--- config.mk ---
export PLATFORM = sky130hd
export DESIGN_NAME = ueh_ctrl
export DESIGN_NICKNAME = d
export VERILOG_FILES = /design/src/design/ueh_pkg.sv /design/src/design/ueh_ctrl.sv
export SDC_FILE = /design/constraint.sdc
export NUM_CORES = 1
export LEC_CHECK = 0
export BUFFER_PORTS_ARGS = -buffer_cell sky130_fd_sc_hd__buf_2
export CAP_MARGIN = 10
export CELL_PAD_IN_SITES_DETAIL_PLACEMENT = 1
export CELL_PAD_IN_SITES_GLOBAL_PLACEMENT = 1
export CORE_MARGIN = 4
export CORE_UTILIZATION = 30
export CTS_BUF_LIST = sky130_fd_sc_hd__clkbuf_8 sky130_fd_sc_hd__clkbuf_16
export CTS_CLUSTER_DIAMETER = 50
export DETAILED_ROUTE_END_ITERATION = 7
export PLACE_DENSITY = 0.75
export SLEW_MARGIN = 20
export SYNTH_ARGS = -nofsm -noshare
export SYNTH_HDL_FRONTEND = slang
export SYNTH_SLANG_ARGS = --single-unit
--- constraint.sdc ---
create_clock -name clk -period 4.2 [get_ports clk]
set_clock_uncertainty 0.2 [all_clocks]
set_input_delay 0.42 -clock clk [delete_from_list [all_inputs] [get_ports clk]]
set_output_delay 0.42 -clock clk [all_outputs]
set_load 0.005 [all_outputs]
--- src/design/ueh_pkg.sv ---
`timescale 1ns / 1ps
// Shared types, constants and entity tables for the UTF-8 HTML escaper.
// Used by ueh_ctrl, ueh_datapath and utf8_html_entity_escaper. No dependencies.
package ueh_pkg;

    // Field widths
    localparam int BYTE_W     = 8;
    localparam int CODE_W     = 21;
    localparam int DIGIT_W    = 4;
    localparam int NUM_DIGITS = 7;
    localparam int QUO_W      = 18;
    localparam int ENT_POS_W  = 3;

    // Divide by ten: q = (v * RECIP_10) >> RECIP_SHIFT, exact for v < 2^21
    localparam logic [19:0] RECIP_10    = 20'hCCCCD;
    localparam int          RECIP_SHIFT = 23;

    // Fixed output characters
    localparam logic [BYTE_W-1:0] CHR_AMP  = 8'h26;
    localparam logic [BYTE_W-1:0] CHR_HASH = 8'h23;
    localparam logic [BYTE_W-1:0] CHR_SEMI = 8'h3B;
    localparam logic [BYTE_W-1:0] CHR_ZERO = 8'h30;

    // Transfer payloads
    typedef struct packed {
        logic [BYTE_W-1:0] in_byte;
        logic              line_end;
    } ueh_in_t;

    typedef struct packed {
        logic [BYTE_W-1:0] out_char;
        logic              run_last;
    } ueh_out_t;

    typedef enum logic [3:0] {
        S_IDLE,
        S_DECODE,
        S_PASS,
        S_ENT,
        S_DIV,
        S_AMP,
        S_HASH,
        S_DIG,
        S_SEMI
    } ueh_state_t;

    // What one input byte turns into
    typedef enum logic [2:0] {
        CLS_NONE,
        CLS_PASS,
        CLS_ENT,
        CLS_NUM_BYTE,
        CLS_NUM_ACCUM,
        CLS_BROKEN
    } ueh_cls_t;

    // Source of the value fed to the decimal converter
    typedef enum logic [1:0] {
        SRC_BYTE,
        SRC_ACCUM,
        SRC_HELD
    } ueh_src_t;

    // Output character select
    typedef enum logic [2:0] {
        CH_BYTE,
        CH_ENT,
        CH_AMP,
        CH_HASH,
        CH_DIGIT,
        CH_SEMI
    } ueh_chsel_t;

    typedef enum logic [1:0] {
        ENT_LT,
        ENT_GT,
        ENT_AMP,
        ENT_QUOT
    } ueh_ent_t;

    // Controller to datapath
    typedef struct packed {
        logic       capture;
        logic       update;
        logic       emit;
        ueh_chsel_t chsel;
        logic       last;
        logic       ent_start;
        logic       num_load;
        ueh_src_t   src;
        logic       replay_start;
        logic       replay_next;
        logic       div_step;
    } ueh_cmd_t;

    // Datapath to controller
    typedef struct packed {
        ueh_cls_t cls;
        logic     out_free;
        logic     ent_last;
        logic     div_last;
        logic     dig_last;
        logic     held_more;
    } ueh_status_t;

    // Named entity text, one character per position
    function automatic logic [BYTE_W-1:0] ent_char(ueh_ent_t k, logic [ENT_POS_W-1:0] pos);
        logic [BYTE_W-1:0] ch;
        ch = CHR_SEMI;
        case (k)
            ENT_LT:
            begin
                case (pos)
                    3'd0:    ch = CHR_AMP;
                    3'd1:    ch = "l";
                    3'd2:    ch = "t";
                    default: ch = CHR_SEMI;
                endcase
            end
            ENT_GT:
            begin
                case (pos)
                    3'd0:    ch = CHR_AMP;
                    3'd1:    ch = "g";
                    3'd2:    ch = "t";
                    default: ch = CHR_SEMI;
                endcase
            end
            ENT_AMP:
            begin
                case (pos)
                    3'd0:    ch = CHR_AMP;
                    3'd1:    ch = "a";
                    3'd2:    ch = "m";
                    3'd3:    ch = "p";
                    default: ch = CHR_SEMI;
                endcase
            end
            ENT_QUOT:
            begin
                case (pos)
                    3'd0:    ch = CHR_AMP;
                    3'd1:    ch = "q";
                    3'd2:    ch = "u";
                    3'd3:    ch = "o";
                    3'd4:    ch = "t";
                    default: ch = CHR_SEMI;
                endcase
            end
            default: ch = CHR_SEMI;
        endcase
        return ch;
    endfunction

    // Position of the closing semicolon
    function automatic logic [ENT_POS_W-1:0] ent_end(ueh_ent_t k);
        logic [ENT_POS_W-1:0] p;
        case (k)
            ENT_LT:   p = 3'd3;
            ENT_GT:   p = 3'd3;
            ENT_AMP:  p = 3'd4;
            ENT_QUOT: p = 3'd5;
            default:  p = 3'd5;
        endcase
        return p;
    endfunction

endpackage

--- src/design/ueh_ctrl.sv ---
`timescale 1ns / 1ps
// Sequencing controller for the escaper: steps each byte through decode and emission.
// Depends on ueh_pkg; drives the command struct of ueh_datapath.
module ueh_ctrl (
    input  logic                 clk,
    input  logic                 rst_n,
    input  logic                 byte_valid,
    output logic                 byte_stall,
    input  ueh_pkg::ueh_status_t status,
    output ueh_pkg::ueh_cmd_t    cmd
);
    import ueh_pkg::*;

    ueh_state_t state_reg, state_next;
    logic       replay_reg, replay_next;

    // State and replay flag
    always_ff @(posedge clk or negedge rst_n)
    begin
        if (!rst_n)
        begin
            state_reg  <= S_IDLE;
            replay_reg <= 1'b0;
        end
        else
        begin
            state_reg  <= state_next;
            replay_reg <= replay_next;
        end
    end

    // Next state
    always_comb
    begin
        state_next  = state_reg;
        replay_next = replay_reg;
        case (state_reg)
            S_IDLE:
            begin
                if (byte_valid)
                    state_next = S_DECODE;
            end
            S_DECODE:
            begin
                replay_next = (status.cls == CLS_BROKEN);
                case (status.cls)
                    CLS_NONE:      state_next = S_IDLE;
                    CLS_PASS:      state_next = status.out_free ? S_IDLE : S_PASS;
                    CLS_ENT:       state_next = S_ENT;
                    CLS_NUM_BYTE:  state_next = S_DIV;
                    CLS_NUM_ACCUM: state_next = S_DIV;
                    CLS_BROKEN:    state_next = S_DIV;
                    default:       state_next = S_IDLE;
                endcase
            end
            S_PASS:
            begin
                if (status.out_free)
                    state_next = S_IDLE;
            end
            S_ENT:
            begin
                if (status.out_free && status.ent_last)
                    state_next = S_IDLE;
            end
            S_DIV:
            begin
                if (status.div_last)
                    state_next = S_AMP;
            end
            S_AMP:
            begin
                if (status.out_free)
                    state_next = S_HASH;
            end
            S_HASH:
            begin
                if (status.out_free)
                    state_next = S_DIG;
            end
            S_DIG:
            begin
                if (status.out_free && status.dig_last)
                    state_next = S_SEMI;
            end
            S_SEMI:
            begin
                if (status.out_free)
                begin
                    state_next = replay_reg ? S_DIV : S_IDLE;
                    if (replay_reg && !status.held_more)
                        replay_next = 1'b0;
                end
            end
            default: state_next = S_IDLE;
        endcase
    end

    // Commands
    always_comb
    begin
        cmd        = '0;
        byte_stall = (state_reg != S_IDLE);
        case (state_reg)
            S_IDLE:
            begin
                cmd.capture = byte_valid;
            end
            S_DECODE:
            begin
                cmd.update = 1'b1;
                case (status.cls)
                    CLS_PASS:
                    begin
                        cmd.emit  = status.out_free;
                        cmd.chsel = CH_BYTE;
                        cmd.last  = 1'b1;
                    end
                    CLS_ENT:
                    begin
                        cmd.ent_start = 1'b1;
                    end
                    CLS_NUM_BYTE:
                    begin
                        cmd.num_load = 1'b1;
                        cmd.src      = SRC_BYTE;
                    end
                    CLS_NUM_ACCUM:
                    begin
                        cmd.num_load = 1'b1;
                        cmd.src      = SRC_ACCUM;
                    end
                    CLS_BROKEN:
                    begin
                        cmd.num_load     = 1'b1;
                        cmd.src          = SRC_HELD;
                        cmd.replay_start = 1'b1;
                    end
                    default: cmd.update = 1'b1;
                endcase
            end
            S_PASS:
            begin
                cmd.emit  = status.out_free;
                cmd.chsel = CH_BYTE;
                cmd.last  = 1'b1;
            end
            S_ENT:
            begin
                cmd.emit  = status.out_free;
                cmd.chsel = CH_ENT;
                cmd.last  = status.ent_last;
            end
            S_DIV:
            begin
                cmd.div_step = 1'b1;
            end
            S_AMP:
            begin
                cmd.emit  = status.out_free;
                cmd.chsel = CH_AMP;
            end
            S_HASH:
            begin
                cmd.emit  = status.out_free;
                cmd.chsel = CH_HASH;
            end
            S_DIG:
            begin
                cmd.emit  = status.out_free;
                cmd.chsel = CH_DIGIT;
            end
            S_SEMI:
            begin
                cmd.emit  = status.out_free;
                cmd.chsel = CH_SEMI;
                cmd.last  = !replay_reg;
                // replay of a broken sequence: next held byte, then the breaking byte
                if (replay_reg && status.out_free)
                begin
                    cmd.num_load    = 1'b1;
                    cmd.src         = status.held_more ? SRC_HELD : SRC_BYTE;
                    cmd.replay_next = status.held_more;
                end
            end
            default: cmd = '0;
        endcase
    end

endmodule

==> impl_metrics.toml, run 1 <==
[cells_and_area]
finalNonFillerCells = 128
final_util_pct = 40.38
fill_cells = 258
largest_reg_flops = 4
nNetsFinal = 113
area_growth_pct = 24.71
final_area_sq_um = 808.3
drive_gt1_share_pct = 34.65
n_antenna_cell = 0

[setup_path]
r2r_cells = 4
startpoint = "state_reg[0]$_DFFE_PN0P_"
reg2reg_to = "state_reg[1]$_DFFE_PN0P_"
crit_fanout = 20
reg2reg_from = "state_reg[0]$_DFFE_PN0P_"
path_class = "reg -> out"
worstPathArrival_ns = 2.19
endpoint_kind = "primary output"
endpoint = "cmd[4]"
start_kind = "flop"
ff2ff_setup_slack_ns = 1.92
worst_ep_required_time_ns = 3.58

[route]
wire_per_inst_um = 13.73
drt-met1-wl_um = 866
vias_per_cell = 5.195
num_vias = 665
ant_nets = 0
dr.pass1.iters = 4
wl_met2_um = 793
drtIter0Drc = 9
wl_met3_um = 98
wl_um = 1758
drc = 0
maxUsedRoutingLayer = "met3"

[sta]
post-route-period-util_pct = 67.01
layout_min_cycle_time_ns = 2.814
slew_headroom_pct = 58.88
setup_viol = 0
fin_tns_setup_ns = 0
timing.hold.ws_ns = 0.3398
worst_slack_ns = 1.386
rsz0062_at_grt = "false"
worst_pin_slew_ns = 0.6169
hold_viol_final = 0
fmax_ghz = 0.3553
slew_violations = 0

[clocking]
tritoncts = "built"
cts_resized = 0
cts-root-buf = "clkbuf_8"
clk_pin_slew_worst_paths_ns = 0.04
cts.path.max_buffers = 2
clock_latency_ns = 0.22
post_cts.repair.setup_buffers = 0
cts_sinks = 5
cts_buffers = 3
htreeDepth = 1
ctsHoldBuffers = 1

[placement]
dpl_cell_area_sq_um = 753.2
pre_cts_slack_ns = 1.627
dp_hpwl_um = 1355
place_inst = 123
place_congestion = 0.6982
io_buffers = 25

[yosys]
seq_area_frac_synth_pct = 19.31
ys_ff_latch = 5
synth-edff-count = 0
synth.cell_area_sq_um = 648.1
synth_area_per_cell_sq_um = 8.309
ys.flop_type = "dfrtp_1"
postSynthCellCount = 78
yosysWarnings = 0
synth_area_leaders = "dfrtp_1 19%, buf_6 5.2%, nand2_1 4.1%, a21oi_1 3.9%, nand2b_1 3.9%"
ys_types = 41
yosysTopAreaCellShare_pct = 19.31
synth-async-reset-ratio_pct = 100.0
yosys.area.top_type = "dfrtp_1"
synth_most_common_cell = "nand2_1"
synth_common_cells = "7 x nand2_1, 6 x inv_1, 5 x a21oi_1, 5 x dfrtp_1, 5 x nor2_1"
synthesis.nets = 89

[min_path]
min-delay-path-class = "in -> async"

[floorplan]
fp.dieW_um = 54.48
coreArea_sq_um = 2002
rows = 16
initial_core_util_pct = 32.38
ios = 26
die_area_sq_um = 2968
die_y_um = 54.48

[pwr]
power.total_uw = 540.5
power_leakage_nw = 0.4054
max-vdd-ir-drop_uv = 375.3
pwr_density_cell_nw_per_um2 = 668.7

[run_status]
outcome = "completed"

[flow_run]
maxCapViolCount = 0

[global_route]
grt_overflow = 0
grt_max_degree = 21
grt_pass1_wl_um = 2918
gr-usage-all-layers_pct = 13.44
grt_antenna_before_repair = 0
grt_pass1_vias = 649
-- cell type report --
class / instances / area [sq um] / share of cell area [%]
clock buffer: 3 / 41.29 / 5.108
clock inverter: 1 / 3.754 / 0.4644
inverter: 6 / 22.52 / 2.786
multi-input combinational: 60 / 446.7 / 55.26
sequential: 5 / 125.1 / 15.48
tap: 27 / 33.78 / 4.180
timing repair buffer: 26 / 135.1 / 16.72
-- cells in the final DEF, fill, tap and decap left out, types with 2 or more instances in the layout --
master / Yosys / layout
a21oi_1: 5 / 5
clkbuf_8: 0 / 3
nand2b_1: 4 / 4
mux2i_1: 2 / 2
buf_2: 1 / 25
nor3_1: 3 / 3
inv_1: 6 / 7
mux2_1: 2 / 2
nor2_1: 5 / 5
o22ai_1: 3 / 3
and2_1: 2 / 2
nand2_1: 7 / 7
xnor2_1: 2 / 2
dfrtp_1: 5 / 5
-- cell families (layout without fill, tap and decap cells) --
kind of cell / Yosys count / count (layout) / share of synthesized area, %
and+or+nand+nor: 34 / 34 / 34.17
AOI/OAI and AO/OA: 20 / 20 / 25.48
buffers and inverters: 13 / 36 / 11.78
DFF: 5 / 5 / 19.31
muxes: 4 / 4 / 6.564
xor gates and xnor gates: 2 / 2 / 2.703
-- critical path: stages (launching register included) --
cell      delay [ns]
dfrtp_1         0.59
or4b_1          0.75
nor2_1          0.26
and2_1          0.17
nand2b_1        0.10
buf_2           0.10
-- routing by layer --
layer  GRT usage (%)  vias to the layer above
met5               0                        -
met4           3.734                        0
met3           3.270                        0
met2           20.52                       25
met1           18.60                      307
li1                -                      333
-- worst min path at each step --
stage,slack [ns],to
5_1_grt,0.37,state_reg[1]$_DFFE_PN0P_
6_report,0.34,state_reg[1]$_DFFE_PN0P_
3_5_place_dp,0.04,state_reg[1]$_DFFE_PN0P_
4_1_cts,0.34,state_reg[1]$_DFFE_PN0P_
2_1_floorplan,-0.08,replay_reg$_DFFE_PN0P_
3_3_place_gp,0.04,state_reg[1]$_DFFE_PN0P_
-- report_power, final --
part	switching, mW	total, mW	internal, mW
clock	0.0212	0.0836	0.0624
combinational	0.144	0.311	0.167
sequential	0.0781	0.146	0.0676
Power figures use the tool's default switching activity.
==> run 2: changes to the inputs <==
--- a/config.mk
+++ b/config.mk
@@ -14,7 +14,7 @@
 export CTS_BUF_LIST = sky130_fd_sc_hd__clkbuf_8 sky130_fd_sc_hd__clkbuf_16
 export CTS_CLUSTER_DIAMETER = 50
 export DETAILED_ROUTE_END_ITERATION = 7
-export PLACE_DENSITY = 0.75
+export PLACE_DENSITY = 0.78
 export SLEW_MARGIN = 20
 export SYNTH_ARGS = -nofsm -noshare
 export SYNTH_HDL_FRONTEND = slang
==> constraint.sdc (replaced) <==
create_clock -name clk -period 2.5 [get_ports clk]
set_clock_uncertainty 0.2 [all_clocks]
set_input_delay 0.25 -clock clk [delete_from_list [all_inputs] [get_ports clk]]
set_output_delay 0.25 -clock clk [all_outputs]
set_load 0.005 [all_outputs]
==> run 2 against run 1 <==
Register-to-register slack worse by 1.5 ns. Die area stayed put. Global-route usage rose by 1.9 points. Final area is 4.5% higher. Worst hold slack got worse by 0.16 ns. Non-clock buffer count grew 4. Via count rose by 1.1%. Sequential cell count unchanged. First-iteration DRC count decreased by 100%. Core utilization grew 1.8 points. Critical path type unchanged. Largest cell class unchanged. Largest power group unchanged.
==> impl_metrics.toml, run 2 (synthesis gave the netlist of run 1 again) <==
[setup_path]
path_class = "reg -> out"
start_kind = "flop"
worstPathArrival_ns = 1.88
worst_ep_required_time_ns = 2.05
crit_fanout = 14
endpoint_kind = "primary output"

[sta]
slew_violations = 0
rsz0062_at_grt = "false"
post-route-period-util_pct = 93.10
setup_viol = 0
hold_viol_final = 0
layout_min_cycle_time_ns = 2.328
slew_headroom_pct = 71.43
fin_tns_setup_ns = 0
fmax_ghz = 0.4296
worst_pin_slew_ns = 0.4246

[placement]
io_buffers = 25
place_congestion = 0.7590
dp_hpwl_um = 1508

[route]
drc = 0
num_vias = 672
dr.pass1.iters = 1
wire_per_inst_um = 15.01
drtIter0Drc = 0
ant_nets = 0
wl_um = 1981
vias_per_cell = 5.091

[global_route]
gr-usage-all-layers_pct = 15.32
grt_max_degree = 15
grt_pass1_vias = 706
grt_antenna_before_repair = 0
grt_pass1_wl_um = 3187
grt_overflow = 0

[flow_run]
maxCapViolCount = 0

[floorplan]
fp.dieW_um = 54.48
rows = 16
coreArea_sq_um = 2002
die_y_um = 54.48
die_area_sq_um = 2968
initial_core_util_pct = 32.38
ios = 26

[clocking]
cts-root-buf = "clkbuf_8"
clock_latency_ns = 0.23
cts.path.max_buffers = 2
cts_buffers = 3
tritoncts = "built"
clk_pin_slew_worst_paths_ns = 0.04
htreeDepth = 1
cts_sinks = 5

[cells_and_area]
largest_reg_flops = 4
drive_gt1_share_pct = 40.00
area_growth_pct = 30.31
nNetsFinal = 117
final_cell_mix = "25 x buf_2, 7 x nand2_1, 7 x inv_1"
final_common_cell = "buf_2"
n_antenna_cell = 0
final_util_pct = 42.19

[pwr]
pwr_density_cell_nw_per_um2 = 1144
max-vdd-ir-drop_uv = 385.0
power_leakage_nw = 0.4250

[run_status]
outcome = "completed"

[min_path]
min-delay-path-class = "in -> async"
[run 2: changes by cell type in the layout (fill, tap and decap cells not counted)]
cell / change
buf_4: +4
dfrtp_1: -2
dfrtp_2: +2
or4b_1: -1
or4b_4: +1
[run 2: area by class of cell]
| type | count | area (sq um) |
|---|---|---|
| Sequential cell | 5 | 127.6 |
| Multi-Input combinational cell | 60 | 450.4 |
| Tap cell | 27 | 33.78 |
| Fill cell | 271 | 1157 |
| Timing Repair Buffer | 30 | 165.2 |
| Clock buffer | 3 | 41.29 |
| Clock inverter | 1 | 3.754 |
| Inverter | 6 | 22.52 |
[run 2: what timing repair did]
item	4_1_cts	5_1_grt
resized for setup	1	2
hold buffers	1	0
pin swaps	0	0
buffers inserted	0	0
endpoints found under the setup margin	1	2
hold endpoints to repair	5	0
[run 2: worst paths after layout]
check                                    startpoint  slack [ns]                        to  cells past startpoint
max                        state_reg[3]$_DFFE_PN0P_        0.17                   cmd[11]                      5
min                                           rst_n        0.18  state_reg[0]$_DFFE_PN0P_                      2
max reg2reg                state_reg[1]$_DFFE_PN0P_        0.42  state_reg[1]$_DFFE_PN0P_                      4
min reg2reg                  replay_reg$_DFFE_PN0P_        0.37    replay_reg$_DFFE_PN0P_                      2
max in group asynchronous                     rst_n        1.78  state_reg[3]$_DFFE_PN0P_                      2
min in group clk                          status[4]        0.20  state_reg[3]$_DFFE_PN0P_                      2
[run 2: layer usage]
metal | vias up | track usage (%) | wire (um)
met5 | - | 0 | 0
met4 | 0 | 8.714 | 29
met3 | 3 | 2.452 | 103
met2 | 24 | 25.90 | 949
met1 | 308 | 18.17 | 898
li1 | 337 | - | -
[run 2: where the power goes]
group | internal [mW] | switching (mW) | total [mW]
Combinational | 0.311 | 0.295 | 0.606
Sequential | 0.117 | 0.0914 | 0.209
Clock | 0.106 | 0.0450 | 0.151
[run 2: critical path, stage by stage, from the launching register on]
cell and delay [ns]:
dfrtp_2 0.50, nor4b_4 0.42, or2b_1 0.30, o221ai_1 0.18
and2_1 0.14, buf_2 0.10
[run 2: metrics by stage]
stage / std cells / hold WS, ns / power (mW) / setup WS (ns) / area (sq um)
5_1_grt: 132 / 0.2064 / 1.061 / 0.06994 / 844.6
3_3_place_gp: 127 / -0.1371 / 0.7906 / 0.3414 / 783.3
2_1_floorplan: 78 / -0.2456 / 0.6554 / 0.4922 / 648.1
3_5_place_dp: 127 / -0.1350 / 0.8076 / 0.2819 / 783.3
6_report: 132 / 0.1840 / 0.9658 / 0.1724 / 844.6
4_1_cts: 132 / 0.1770 / 0.9691 / 0.03089 / 839.6
